**src/hdl/bmm_pkg.sv**
```systemverilog
// Shared types and constants for the boolean matrix multiply core.
// Depends on nothing; every other file imports it.
package bmm_pkg;

  localparam int ROW_W  = 32;
  localparam int IDX_W  = 5;
  localparam int SIZE_W = 6;
  localparam int KIND_W = 2;

  // request kinds
  localparam logic [KIND_W-1:0] KIND_LEFT    = 2'd0;
  localparam logic [KIND_W-1:0] KIND_RIGHT   = 2'd1;
  localparam logic [KIND_W-1:0] KIND_COMPUTE = 2'd2;

  // row write bus seen by the left store and by every cell
  typedef struct packed {
    logic             left_we;
    logic             right_we;
    logic [IDX_W-1:0] idx;
    logic [ROW_W-1:0] bits;
  } bmm_load_t;

  // one product row travelling down the chain of cells
  typedef struct packed {
    logic             valid;
    logic [IDX_W-1:0] row;
    logic             last;
    logic [ROW_W-1:0] left;
    logic [ROW_W-1:0] acc;
  } bmm_flow_t;

  // status of the row feeder
  typedef struct packed {
    logic              busy;
    logic [SIZE_W-1:0] n;
    logic [ROW_W-1:0]  mask;
  } bmm_stat_t;

endpackage

```
**src/hdl/bmm_in_if.sv**
```systemverilog
// Request channel: valid/ready handshake with the load/compute payload.
// Depends on bmm_pkg.
interface bmm_in_if import bmm_pkg::*; ();
  logic              valid;
  logic              ready;
  logic [KIND_W-1:0] kind;
  logic [IDX_W-1:0]  row_index;
  logic [ROW_W-1:0]  row_bits;

  modport source (output valid, kind, row_index, row_bits, input ready);
  modport sink   (input valid, kind, row_index, row_bits, output ready);
endinterface

```
**src/hdl/bmm_out_if.sv**
```systemverilog
// Result channel: valid/ready handshake carrying one product row.
// Depends on bmm_pkg.
interface bmm_out_if import bmm_pkg::*; ();
  logic             valid;
  logic             ready;
  logic [IDX_W-1:0] out_row;
  logic [ROW_W-1:0] out_bits;
  logic             last;

  modport source (output valid, out_row, out_bits, last, input ready);
  modport sink   (input valid, out_row, out_bits, last, output ready);
endinterface

```
**src/hdl/bmm_cell.sv**
```systemverilog
// One cell of the product chain: holds right row K and folds it into the
// passing accumulator when bit K of the passing left row is set. Depends on bmm_pkg.
module bmm_cell import bmm_pkg::*; #(
  parameter int K = 0
) (
  input  logic      clk,
  input  logic      rst,
  input  logic      advance,
  input  bmm_load_t load,
  input  bmm_flow_t flow_in,
  output bmm_flow_t flow_out
);

  logic [ROW_W-1:0] right;
  logic [ROW_W-1:0] acc_next;

  // right row k of the product
  always_ff @(posedge clk) begin
    if (load.right_we && (load.idx == IDX_W'(K))) begin
      right <= load.bits;
    end
  end

  // or in this row when the left element is set
  assign acc_next = flow_in.acc | ({ROW_W{flow_in.left[K]}} & right);

  // pipeline stage toward the next cell
  always_ff @(posedge clk) begin
    if (rst) begin
      flow_out.valid <= 1'b0;
    end else if (advance) begin
      flow_out.valid <= flow_in.valid;
    end
    if (advance) begin
      flow_out.row  <= flow_in.row;
      flow_out.last <= flow_in.last;
      flow_out.left <= flow_in.left;
      flow_out.acc  <= acc_next;
    end
  end

endmodule

```
**src/hdl/bmm_feed.sv**
```systemverilog
// Left row store and row sequencer: on a compute it sends left rows
// 0..N-1 into the head of the cell chain, one per advance. Depends on bmm_pkg.
module bmm_feed import bmm_pkg::*; #(
  parameter int DEPTH = 32
) (
  input  logic              clk,
  input  logic              rst,
  input  logic              advance,
  input  logic              start,
  input  logic [SIZE_W-1:0] size,
  input  bmm_load_t         load,
  output bmm_flow_t         flow,
  output bmm_stat_t         stat
);

  localparam int AW = $clog2(DEPTH);

  logic [ROW_W-1:0]  left_rows [DEPTH];
  logic              head_valid;
  logic [IDX_W-1:0]  head_row;
  logic              head_last;
  logic [ROW_W-1:0]  head_left;
  logic [IDX_W-1:0]  i;
  logic [SIZE_W-1:0] n;
  logic [ROW_W-1:0]  mask;
  logic [ROW_W-1:0]  mask_next;
  logic              next_last;

  // left store, rows beyond the depth are dropped
  always_ff @(posedge clk) begin
    if (load.left_we && ({1'b0, load.idx} < SIZE_W'(DEPTH))) begin
      left_rows[load.idx[AW-1:0]] <= load.bits;
    end
  end

  assign mask_next = ROW_W'((33'd1 << size) - 33'd1);
  assign next_last = (({1'b0, i} + SIZE_W'(1)) == n);

  // sequencer control
  always_ff @(posedge clk) begin
    if (rst) begin
      head_valid <= 1'b0;
    end else if (start) begin
      head_valid <= 1'b1;
    end else if (head_valid && advance && head_last) begin
      head_valid <= 1'b0;
    end
  end

  // row fetch: row i is read while the row before it sits at the head
  always_ff @(posedge clk) begin
    if (start) begin
      i         <= IDX_W'(1);
      n         <= size;
      mask      <= mask_next;
      head_row  <= '0;
      head_last <= (size == SIZE_W'(1));
      head_left <= left_rows[0] & mask_next;
    end else if (head_valid && advance && !head_last) begin
      i         <= i + IDX_W'(1);
      head_row  <= i;
      head_last <= next_last;
      head_left <= left_rows[i[AW-1:0]] & mask;
    end
  end

  // head of the chain
  always_comb begin
    flow.valid = head_valid;
    flow.row   = head_row;
    flow.last  = head_last;
    flow.left  = head_left;
    flow.acc   = '0;
  end

  assign stat.busy = head_valid;
  assign stat.n    = n;
  assign stat.mask = mask;

endmodule

```
**src/hdl/boolean_matrix_multiply_core.sv**
```systemverilog
// Boolean matrix multiply core, top level.
// Depends on bmm_pkg, bmm_in_if, bmm_out_if, bmm_feed and bmm_cell.
//
// Usage: requests arrive on in_chan. Kind 0 writes left row row_index, kind 1
// writes right row row_index, kind 2 computes the product, kind 3 is dropped.
// Loads and dropped requests give no result. A compute
// emits N rows on out_chan in row order, one per cycle unless stalled, last set on
// row N-1; bits at or above N read zero. N is cfg_wdata clamped to 1..min(MAX_DIM,32),
// written with cfg_we while the core is idle.
// Timing: each right row sits in one cell of a chain of D = min(MAX_DIM,32)
// cells; left rows stream through the chain one per cycle while it advances, so the
// first product row appears once it has passed the feeder head register and the
// output registers of all D cells, and the rest follow at the same rate. in_chan.ready
// returns once the last row has reached the output register of cell D-1; that
// row may still wait there.
// Stalls: when out_chan.ready is low with a row waiting, the whole chain holds.
// Reset clears all valid state and sets the size register to 32; stores are
// undefined until written.
module boolean_matrix_multiply_core import bmm_pkg::*; #(
  parameter int MAX_DIM = 32
) (
  input  logic              clk,
  input  logic              rst,
  input  logic              cfg_we,
  input  logic [SIZE_W-1:0] cfg_wdata,
  bmm_in_if.sink            in_chan,
  bmm_out_if.source         out_chan
);

  localparam int DEPTH = (MAX_DIM < ROW_W) ? MAX_DIM : ROW_W;

  logic [SIZE_W-1:0] matrix_size;
  logic [SIZE_W-1:0] size_eff;
  logic              accept;
  logic              start;
  logic              advance;
  logic              inflight;
  bmm_load_t         load;
  bmm_stat_t         stat;
  bmm_flow_t         chain [DEPTH+1];

  // size register
  always_ff @(posedge clk) begin
    if (rst) begin
      matrix_size <= SIZE_W'(32);
    end else if (cfg_we) begin
      matrix_size <= cfg_wdata;
    end
  end

  // clamp to the usable range
  always_comb begin
    priority if (matrix_size == '0) begin
      size_eff = SIZE_W'(1);
    end else if (matrix_size > SIZE_W'(DEPTH)) begin
      size_eff = SIZE_W'(DEPTH);
    end else begin
      size_eff = matrix_size;
    end
  end

  // rows still inside the cells, feeder head and output stage excluded
  always_comb begin
    inflight = 1'b0;
    for (int k = 1; k < DEPTH; k++) begin
      inflight = inflight | chain[k].valid;
    end
  end

  // request decode
  assign in_chan.ready = !stat.busy && !inflight;
  assign accept        = in_chan.valid && in_chan.ready;
  assign start         = accept && (in_chan.kind == KIND_COMPUTE);
  assign advance       = !chain[DEPTH].valid || out_chan.ready;

  always_comb begin
    load.left_we  = accept && (in_chan.kind == KIND_LEFT);
    load.right_we = accept && (in_chan.kind == KIND_RIGHT);
    load.idx      = in_chan.row_index;
    load.bits     = in_chan.row_bits;
  end

  bmm_feed #(
    .DEPTH (DEPTH)
  ) u_feed (
    .clk     (clk),
    .rst     (rst),
    .advance (advance),
    .start   (start),
    .size    (size_eff),
    .load    (load),
    .flow    (chain[0]),
    .stat    (stat)
  );

  // chain of cells, one per right row
  for (genvar k = 0; k < DEPTH; k++) begin : g_cell
    bmm_cell #(
      .K (k)
    ) u_cell (
      .clk      (clk),
      .rst      (rst),
      .advance  (advance),
      .load     (load),
      .flow_in  (chain[k]),
      .flow_out (chain[k+1])
    );
  end

  // output stage is the last cell
  assign out_chan.valid    = chain[DEPTH].valid;
  assign out_chan.out_row  = chain[DEPTH].row;
  assign out_chan.out_bits = chain[DEPTH].acc & stat.mask;
  assign out_chan.last     = chain[DEPTH].last;

  // a compute locks out further requests
  a_compute_blocks: assert property (@(posedge clk) disable iff (rst)
    start |=> !in_chan.ready)
    else $error("request accepted right after a compute");

  // the final row is row N-1
  a_last_row: assert property (@(posedge clk) disable iff (rst)
    (out_chan.valid && out_chan.last) |-> ({1'b0, out_chan.out_row} == stat.n - SIZE_W'(1)))
    else $error("last flag on wrong row");

  // product rows leave in order without gaps
  a_row_order: assert property (@(posedge clk) disable iff (rst)
    (out_chan.valid && out_chan.ready && !out_chan.last) |=>
      (out_chan.valid && (out_chan.out_row == IDX_W'($past(out_chan.out_row) + IDX_W'(1)))))
    else $error("product row out of order");

endmodule

```
**src/flat_wrapper.sv**
```systemverilog
// flat-port wrapper written by rule: the top's interface ports become plain ports
module boolean_matrix_multiply_core_flat import bmm_pkg::*;
#(
  parameter int MAX_DIM = 32
)
  (clk, rst, cfg_we, cfg_wdata, in_chan_valid, in_chan_kind, in_chan_row_index, in_chan_row_bits, in_chan_ready, out_chan_valid, out_chan_out_row, out_chan_out_bits, out_chan_last, out_chan_ready);
  bmm_in_if in_chan_i ();
  bmm_out_if out_chan_i ();
  input  logic clk;
  input  logic rst;
  input  logic cfg_we;
  input  logic [SIZE_W-1:0] cfg_wdata;
  input wire logic [$bits(in_chan_i.valid)-1:0] in_chan_valid;
  input wire logic [$bits(in_chan_i.kind)-1:0] in_chan_kind;
  input wire logic [$bits(in_chan_i.row_index)-1:0] in_chan_row_index;
  input wire logic [$bits(in_chan_i.row_bits)-1:0] in_chan_row_bits;
  output wire logic [$bits(in_chan_i.ready)-1:0] in_chan_ready;
  output wire logic [$bits(out_chan_i.valid)-1:0] out_chan_valid;
  output wire logic [$bits(out_chan_i.out_row)-1:0] out_chan_out_row;
  output wire logic [$bits(out_chan_i.out_bits)-1:0] out_chan_out_bits;
  output wire logic [$bits(out_chan_i.last)-1:0] out_chan_last;
  input wire logic [$bits(out_chan_i.ready)-1:0] out_chan_ready;
  assign in_chan_i.valid = in_chan_valid;
  assign in_chan_i.kind = in_chan_kind;
  assign in_chan_i.row_index = in_chan_row_index;
  assign in_chan_i.row_bits = in_chan_row_bits;
  assign in_chan_ready = in_chan_i.ready;
  assign out_chan_valid = out_chan_i.valid;
  assign out_chan_out_row = out_chan_i.out_row;
  assign out_chan_out_bits = out_chan_i.out_bits;
  assign out_chan_last = out_chan_i.last;
  assign out_chan_i.ready = out_chan_ready;
  boolean_matrix_multiply_core #(.MAX_DIM(MAX_DIM)) u_core (.clk(clk), .rst(rst), .cfg_we(cfg_we), .cfg_wdata(cfg_wdata), .in_chan(in_chan_i), .out_chan(out_chan_i));
endmodule
```
**config.mk**
```make
export PLATFORM = sky130hd
export DESIGN_NAME = boolean_matrix_multiply_core_flat
export DESIGN_NICKNAME = d
export VERILOG_FILES = /design/src/hdl/bmm_pkg.sv /design/src/hdl/bmm_in_if.sv /design/src/hdl/bmm_out_if.sv /design/src/hdl/bmm_cell.sv /design/src/hdl/bmm_feed.sv /design/src/hdl/boolean_matrix_multiply_core.sv /design/src/flat_wrapper.sv
export SDC_FILE = /design/constraint.sdc
export NUM_CORES = 2
export LEC_CHECK = 0
export BUFFER_PORTS_ARGS = -buffer_cell sky130_fd_sc_hd__buf_2
export CAP_MARGIN = 20
export CORE_MARGIN = 10
export CORE_UTILIZATION = 37
export CTS_CLUSTER_DIAMETER = 120
export DETAILED_ROUTE_END_ITERATION = 12
export PLACE_DENSITY_LB_ADDON = 0.3
export SLEW_MARGIN = 15
export SYNTH_ARGS = -nofsm -noshare
export SYNTH_HDL_FRONTEND = slang
export SYNTH_SLANG_ARGS = --single-unit
export TNS_END_PERCENT = 20
```
**constraint.sdc**
```tcl
create_clock -name clk -period 138.8 [get_ports clk]
set_input_delay 6.94 -clock clk [delete_from_list [all_inputs] [get_ports clk]]
set_output_delay 6.94 -clock clk [all_outputs]
set_load 0.01 [all_outputs]
```
Word-level counts from Yosys, hierarchy flattened. Memory sizes are Yosys's and may differ from the RTL's. A register that Yosys moved wholly into a read port is not among the register bits. Index checks and enable logic that the tools add are counted.

Register bits: 3352. Latch bits: 0. Memory bits (writable): 1024. Memory bits (read-only): 0. Input port bits: 50. Logic and storage cells: 398. Memories kept: 1.

Add/subtract/negate cells: 3. Multipliers: 0. Div/mod/pow operators: 0. Order comparisons: 1. Equality and inequality tests: 35. Shift-type cells: 1. Mux-type cells: 12. Bitwise logic cells: 96. Reductions and logical operators: 50.

Memories: u_core.u_feed.left_rows (depth 32, width 32, rd ports 2, clocked after memory_dff 1, write ports 1, RTL line bmm_feed.sv:18) `logic [ROW_W-1:0] left_rows [DEPTH];`.

Operator list (number): bitwise AND 32 bit (35); OR 32 bit (31); == test 5 bit, second input constant (16); 2-to-1 mux 32 bit (2); == test 5 x 4 -> 1 bit, second input constant (8); logical AND 1 bit (40); left shift 1 x 6 -> 32 bit, first input constant (1); subtractor 32 x 1 -> 32 bit, second input constant (1); OR 1 bit (30); == test 5 x 3 -> 1 bit, second input constant (4); 2-to-1 mux 6 bit (2); == test 5 x 2 -> 1 bit, second input constant (2); 2-to-1 mux 5 bit (2); adder 5 x 1 -> 6 bit, second input constant (1); == test 6 x 1 -> 1 bit, second input constant (1); == test 6 bit (1); greater-than comparator 6 bit, second input constant (1); logical NOT 6 bit (1); 2-to-1 mux 1 bit (6); adder 5 x 1 -> 5 bit, second input constant (1); == test 5 x 1 -> 1 bit, second input constant (1); logical NOT 5 bit (1); logical NOT 1 bit (4); nonzero test 2 bit (2); 4 further kinds (4).

Depth between registers and ports, before layout.
Depth after elaboration: 36. Mapped depth: 11. Gate-level depth less buffers: 9.

Cells and area by module. Synthesis repeated with hierarchy kept, for this count alone.

Cells, all modules: 6801. Area, all modules: 152438.7 sq um.

By module, submodules not included: bmm_feed (times used 1, cells each 2174, area each 43489.2 sq um, seq. area each 33201.8 sq um); bmm_cell (u_core.g_cell[11].u_cell ...) (times used 10, cells each 142, area each 3389.5 sq um, seq. area each 3083.0 sq um); bmm_cell (u_core.g_cell[12].u_cell ...) (times used 6, cells each 142, area each 3387.0 sq um, seq. area each 3083.0 sq um); bmm_cell (u_core.g_cell[10].u_cell ...) (times used 4, cells each 142, area each 3392.0 sq um, seq. area each 3083.0 sq um); bmm_cell (u_core.g_cell[17].u_cell ...) (times used 4, cells each 143, area each 3389.5 sq um, seq. area each 3083.0 sq um); bmm_cell (u_core.g_cell[19].u_cell ...) (times used 2, cells each 143, area each 3387.0 sq um, seq. area each 3083.0 sq um); bmm_cell (u_core.g_cell[16].u_cell ...) (times used 2, cells each 142, area each 3385.7 sq um, seq. area each 3083.0 sq um); bmm_cell (u_core.g_cell[1].u_cell ...) (times used 2, cells each 142, area each 3370.7 sq um, seq. area each 3083.0 sq um); bmm_cell (u_core.g_cell[28].u_cell) (times used 1, cells each 142, area each 3384.5 sq um, seq. area each 3083.0 sq um); bmm_cell (u_core.g_cell[0].u_cell) (times used 1, cells each 142, area each 3372.0 sq um, seq. area each 3083.0 sq um); boolean_matrix_multiply_core (times used 1, cells each 77, area each 563.0 sq um, seq. area each 120.1 sq um).

Worst setup path after synthesis. OpenSTA, ideal clock, no wires.

Kind: input port to flip-flop. Start: input out_chan_ready. End: register u_core.g_cell[0].u_cell.flow_out[0] (netlist bit) (enable). Library setup time: 2.747 ns. Arrival time: 53.446 ns. Required time: 136.053 ns. Slack: 82.607 ns. Stages: 4. Path through: nor2b_1 -> clkbuf_1 -> clkinv_1 -> clkbuf_1.

Cells in the longest elaborated chain, start to end: 1.

Ends and longest elaborated chain: from (decl) (RTL line flat_wrapper.sv:22) `input wire logic [$bits(out_chan_i.ready)-1:0] out_chan_ready;`; logical OR 1 bit (RTL line boolean_matrix_multiply_core.sv:74) `assign advance = !chain[DEPTH].valid || out_chan.ready;`; to (decl) (RTL line bmm_cell.sv:11) `output bmm_flow_t flow_out`.

Every way passes these cells. A chain may end at the register's enable or synchronous reset.

Worst setup path in the final report.
Start: input out_chan_ready. End: register u_core.g_cell[10].u_cell.flow_out[47] (netlist bit) (enable).

Cells in the longest elaborated chain, start to end: 1.

Ends and longest elaborated chain (RTL line): logical OR 1 bit (boolean_matrix_multiply_core.sv:74); to (decl) (bmm_cell.sv:11).

Every way passes these cells.

==> summary.md <==
| Metric | Value |
|---|---|
| Critical path peak fanout | 185 |
| Syn Inst Count | 6162 |
| Syn-to-layout area delta | 14.8% |
| Hold_buf cts | 0 |
| Synth cell types | 68 |
| Worst path bufs/invs | 8 |
| Prevailing post-synth register cell | edfxtp_1 |
| Async S/R FF share, synth | 0 |
| Worst path slowest cell | buf_4 |
| Site Rows | 221 |
| # setup viols final | 0 |
| Via Count | 59800 |
| Delay-heaviest family, CP | buffers and inverters |
| IO Pins | 90 |
| CP most frequent cell | buf_4 |
| Setup crit start | out_chan_ready |
| Cell taking the most area after synthesis | edfxtp_1 |
| Fin nets | 6612 |
| Number of synthesized flops with an enable pin | 3831 |
| Overflow after GRT | 0 |
| Pin count of the biggest net entering global routing | 186 |
| Max_slew headroom | 0.154 |
| R2R Path Start | u_core.g_cell[31].u_cell.flow_out[70] |
| Max Clk Rate | 0.0860 GHz |
| Routed Antenna Nets | 0 |
| Overall global routing resource usage | 0.149 |
| Levels on crit path | 9 |
| Total power | 2.44 mW |
| R2R cell count | 8 |
| Pleak | 49.7 nW |
| Die Wd | 624 µm |
| Clock tree from TritonCTS | built |
| I/O Buffers | 89 |
| Vias per cell | 5.12 |
| Routed len/inst | 25.8 µm |
| Crit path cell chain | buf_2, nor2b_2, buf_4, inv_8, buf_12, buf_12, buf_4, buf_4, buf_4 |
| Die Area | 390000 µm² |
| Number of buffers created by CTS | 378 |
| Max-cap viol count | 0 |
| Post CTS Setup Buffer Count | 0 |
| Clock latency on the worst-skew pair | 0.94 ns |
| Antenna violations before repair | 29 |
| Synthesized area | 135000 µm² |
| Post-CTS sizing | 0 |
| Largest cells by area after synthesis | edfxtp_1 (85%), a21o_1 (5.5%), mux4_2 (4.0%) |
| Vias in the first global route | 59400 |
| Post-route setup TNS | 0 ns |
| H-tree depth | 5 |
| Final GP Congestion | 0.824 |
| Reg2Reg Capture Point | u_core.g_cell[10].u_cell.flow_out[47] |
| Post-DP HPWL | 177 mm |
| Area of the core | 363000 µm² |
| Yosys warns | 0 |
| Clk_skew | 0.0658 ns |
| Least-Margin Pin Slew | 1.27 ns |
| Syn Area/Cell | 21.9 µm² |
| First DRT Iteration DRCs | 6786 |
| Power per cell area | 15.7 nW/µm² |
| Crit path launch type | primary input |
| Drt first pass iters | 6 |
| Hold Vio Cnt, Final | 0 |
| Yosys top cell area share | 0.851 |
| CP Capture Point | u_core.g_cell[10].u_cell.flow_out[47] |
| R2R Setup Slk | 132.87 ns |
| Crit path required time | 139.31 ns |
| Sequential-to-total area share from yosys stat | 0.859 |
| Die height | 624 µm |
| Number of remaining DRC errors | 0 |
| Min-delay worst type | register to register |
| Max VDD drop | 10.7 µV |
| First-pass GRT wire length | 431 mm |
| Fin. max-slew vios | 0 |
| Hold path startpoint | u_core.g_cell[13].u_cell.flow_out[57] |
| CTS max path bufs | 4 |
| WL final | 301 mm |
| Synthesized flop and latch total | 3885 |
| Critical path arrival | 12.14 ns |
| Outcome | finished clean |
| CP endpoint kind | register |
| Unrepaired setup endpoints after global routing | no |
| Initial Util | 0.372 |
| CP max stage delay | 0.90 ns |
| Period utilization | 0.0838 |
| Clock-pin slew of the registers on the worst-case setup and hold paths | 0.06 ns |
| Tmin final | 11.63 ns |
| Clk root buf | clkbuf_16 |
| Critical path class | primary input to register |
| Layout cell share with drive strength beyond 1 | 0.164 |
| Clock Sinks | 3885 |
==> layer usage <==
metal | track usage | vias up | part of all wire
li1 | - | 25800 | -
met5 | 0 | - | 0
met1 | 0.218 | 31700 | 0.45
met4 | 0.0411 | 0 | 0.026
met2 | 0.234 | 1969 | 0.46
met3 | 0.0231 | 403 | 0.064
==> per-stage QoR <==
stage               area [µm²]   util  setup slack (ns)  hold slack, ns  cells
finish                  155000  0.427            127.17           0.410  11700
floorplan               135000      -             82.61           0.400   6163
CTS                     155000  0.426            127.18           0.398  11600
detailed placement      142000  0.392            126.17           0.405  11000
global route            155000  0.427            126.74           0.404  11700
global placement        142000  0.391            126.33           0.400  10900
==> how the worst min path moves through the flow <==
stage | end | slack (ns) | cells after the start
finish | u_core.g_cell[14].u_cell.flow_out[57] | 0.41 | 0
global route | u_core.g_cell[7].u_cell.flow_out[59] | 0.40 | 0
CTS | u_core.g_cell[0].u_cell.flow_out[43] | 0.40 | 0
detailed placement | u_core.g_cell[0].u_cell.flow_out[56] | 0.40 | 0
global placement | u_core.g_cell[30].u_cell.flow_out[67] | 0.40 | 0
floorplan | u_core.g_cell[0].u_cell.flow_out[33] | 0.40 | 0
==> sequential cells by signal (all words and copies together) (netlist names), named ones only <==
register                       count
u_core.u_feed.head_row             5
u_core.u_feed.left_rows         1024
u_core.g_cell.u_cell.flow_out   1744
u_core.matrix_size                 6
u_core.u_feed.n                    6
u_core.u_feed.head_last            1
u_core.u_feed.head_left           32
u_core.g_cell.u_cell.right      1024
u_core.u_feed.mask                32
u_core.u_feed.head_valid           1
u_core.u_feed.i                    5
==> Yosys cell counts, types with 3 or more instances <==
master / number
buf_1: 7
and3_1: 3
buf_2: 31
a22oi_1: 22
nor2b_1: 34
clkinv_1: 3
a2111oi_0: 4
o21ai_1: 17
a211oi_1: 15
mux2i_1: 92
nor3_1: 5
o211ai_2: 4
inv_1: 11
o2111ai_1: 6
a31oi_1: 3
edfxtp_1: 3831
o21ai_0: 32
a221o_1: 5
mux4_1: 4
buf_6: 18
o21bai_1: 6
o221ai_1: 5
buf_4: 20
xor2_1: 4
mux4_2: 241
a21oi_1: 69
nor4_1: 12
xnor2_1: 5
a221oi_1: 7
a211o_1: 3
mux2_2: 11
and2_1: 68
nand3_1: 58
nand2_1: 123
clkbuf_1: 152
o211ai_1: 11
or2_2: 3
dfxtp_1: 54
o32ai_1: 3
nand2b_1: 12
a22o_1: 3
buf_8: 3
nor2_1: 111
a21o_1: 993
nand4_1: 10
==> kinds of logic (layout without fill, tap and decap cells) <==
group           count (synthesis)  count (layout)  share of synthesized area
compound gates               1222            1222                     0.0663
xor+xnor                        9               9                   0.000583
fa+ha+maj                       2               2                   0.000185
buf+inv                       247             956                    0.00910
flops                        3885            3885                      0.859
mux                           348             348                     0.0487
other cells                     1              11                  0.0000277
simple gates                  448             448                     0.0160
==> placed cells by master, fill, tap and decap left out, drive strengths merged, types with 14 or more instances in the layout <==
cell,n
clkinvlp,14
clkinv,178
nand3,58
nor2b,34
inv,22
o211ai,15
bufinv,35
buf,250
mux4,245
o21ai,50
a21o,993
a22oi,22
a21oi,69
mux2i,92
edfxtp,3831
a211oi,15
dfxtp,54
and2,68
nor2,112
clkbuf,457
nand2,123
==> cell type report <==
class                   instances  area [µm²]
clock inverters               235        2260
clock buffers                 457        9960
repair buffers                250        2430
diodes                          9        22.5
flip-flops and latches       3885      116000
fillers                     30800      208000
multi-input cells            2031       18300
inverters                      14        61.3
well taps                    4794        6000
==> worst reg2reg max path, cell delays in order (launching register included) <==
cell and delay, ns:
dfxtp_1 0.32, nor2b_2 0.15, buf_4 0.24, inv_8 0.44
buf_12 0.64, buf_12 0.96, buf_4 1.02, buf_4 0.93
buf_4 0.81
==> power breakdown <==
group	leakage [nW]	internal (mW)	switching, mW
clock	5.97	0.578	0.428
sequential	35.8	1.30	0.0116
combinational	7.97	0.0454	0.0739
total	49.7	1.93	0.514
No activity file was read; power rests on OpenSTA's default activity.
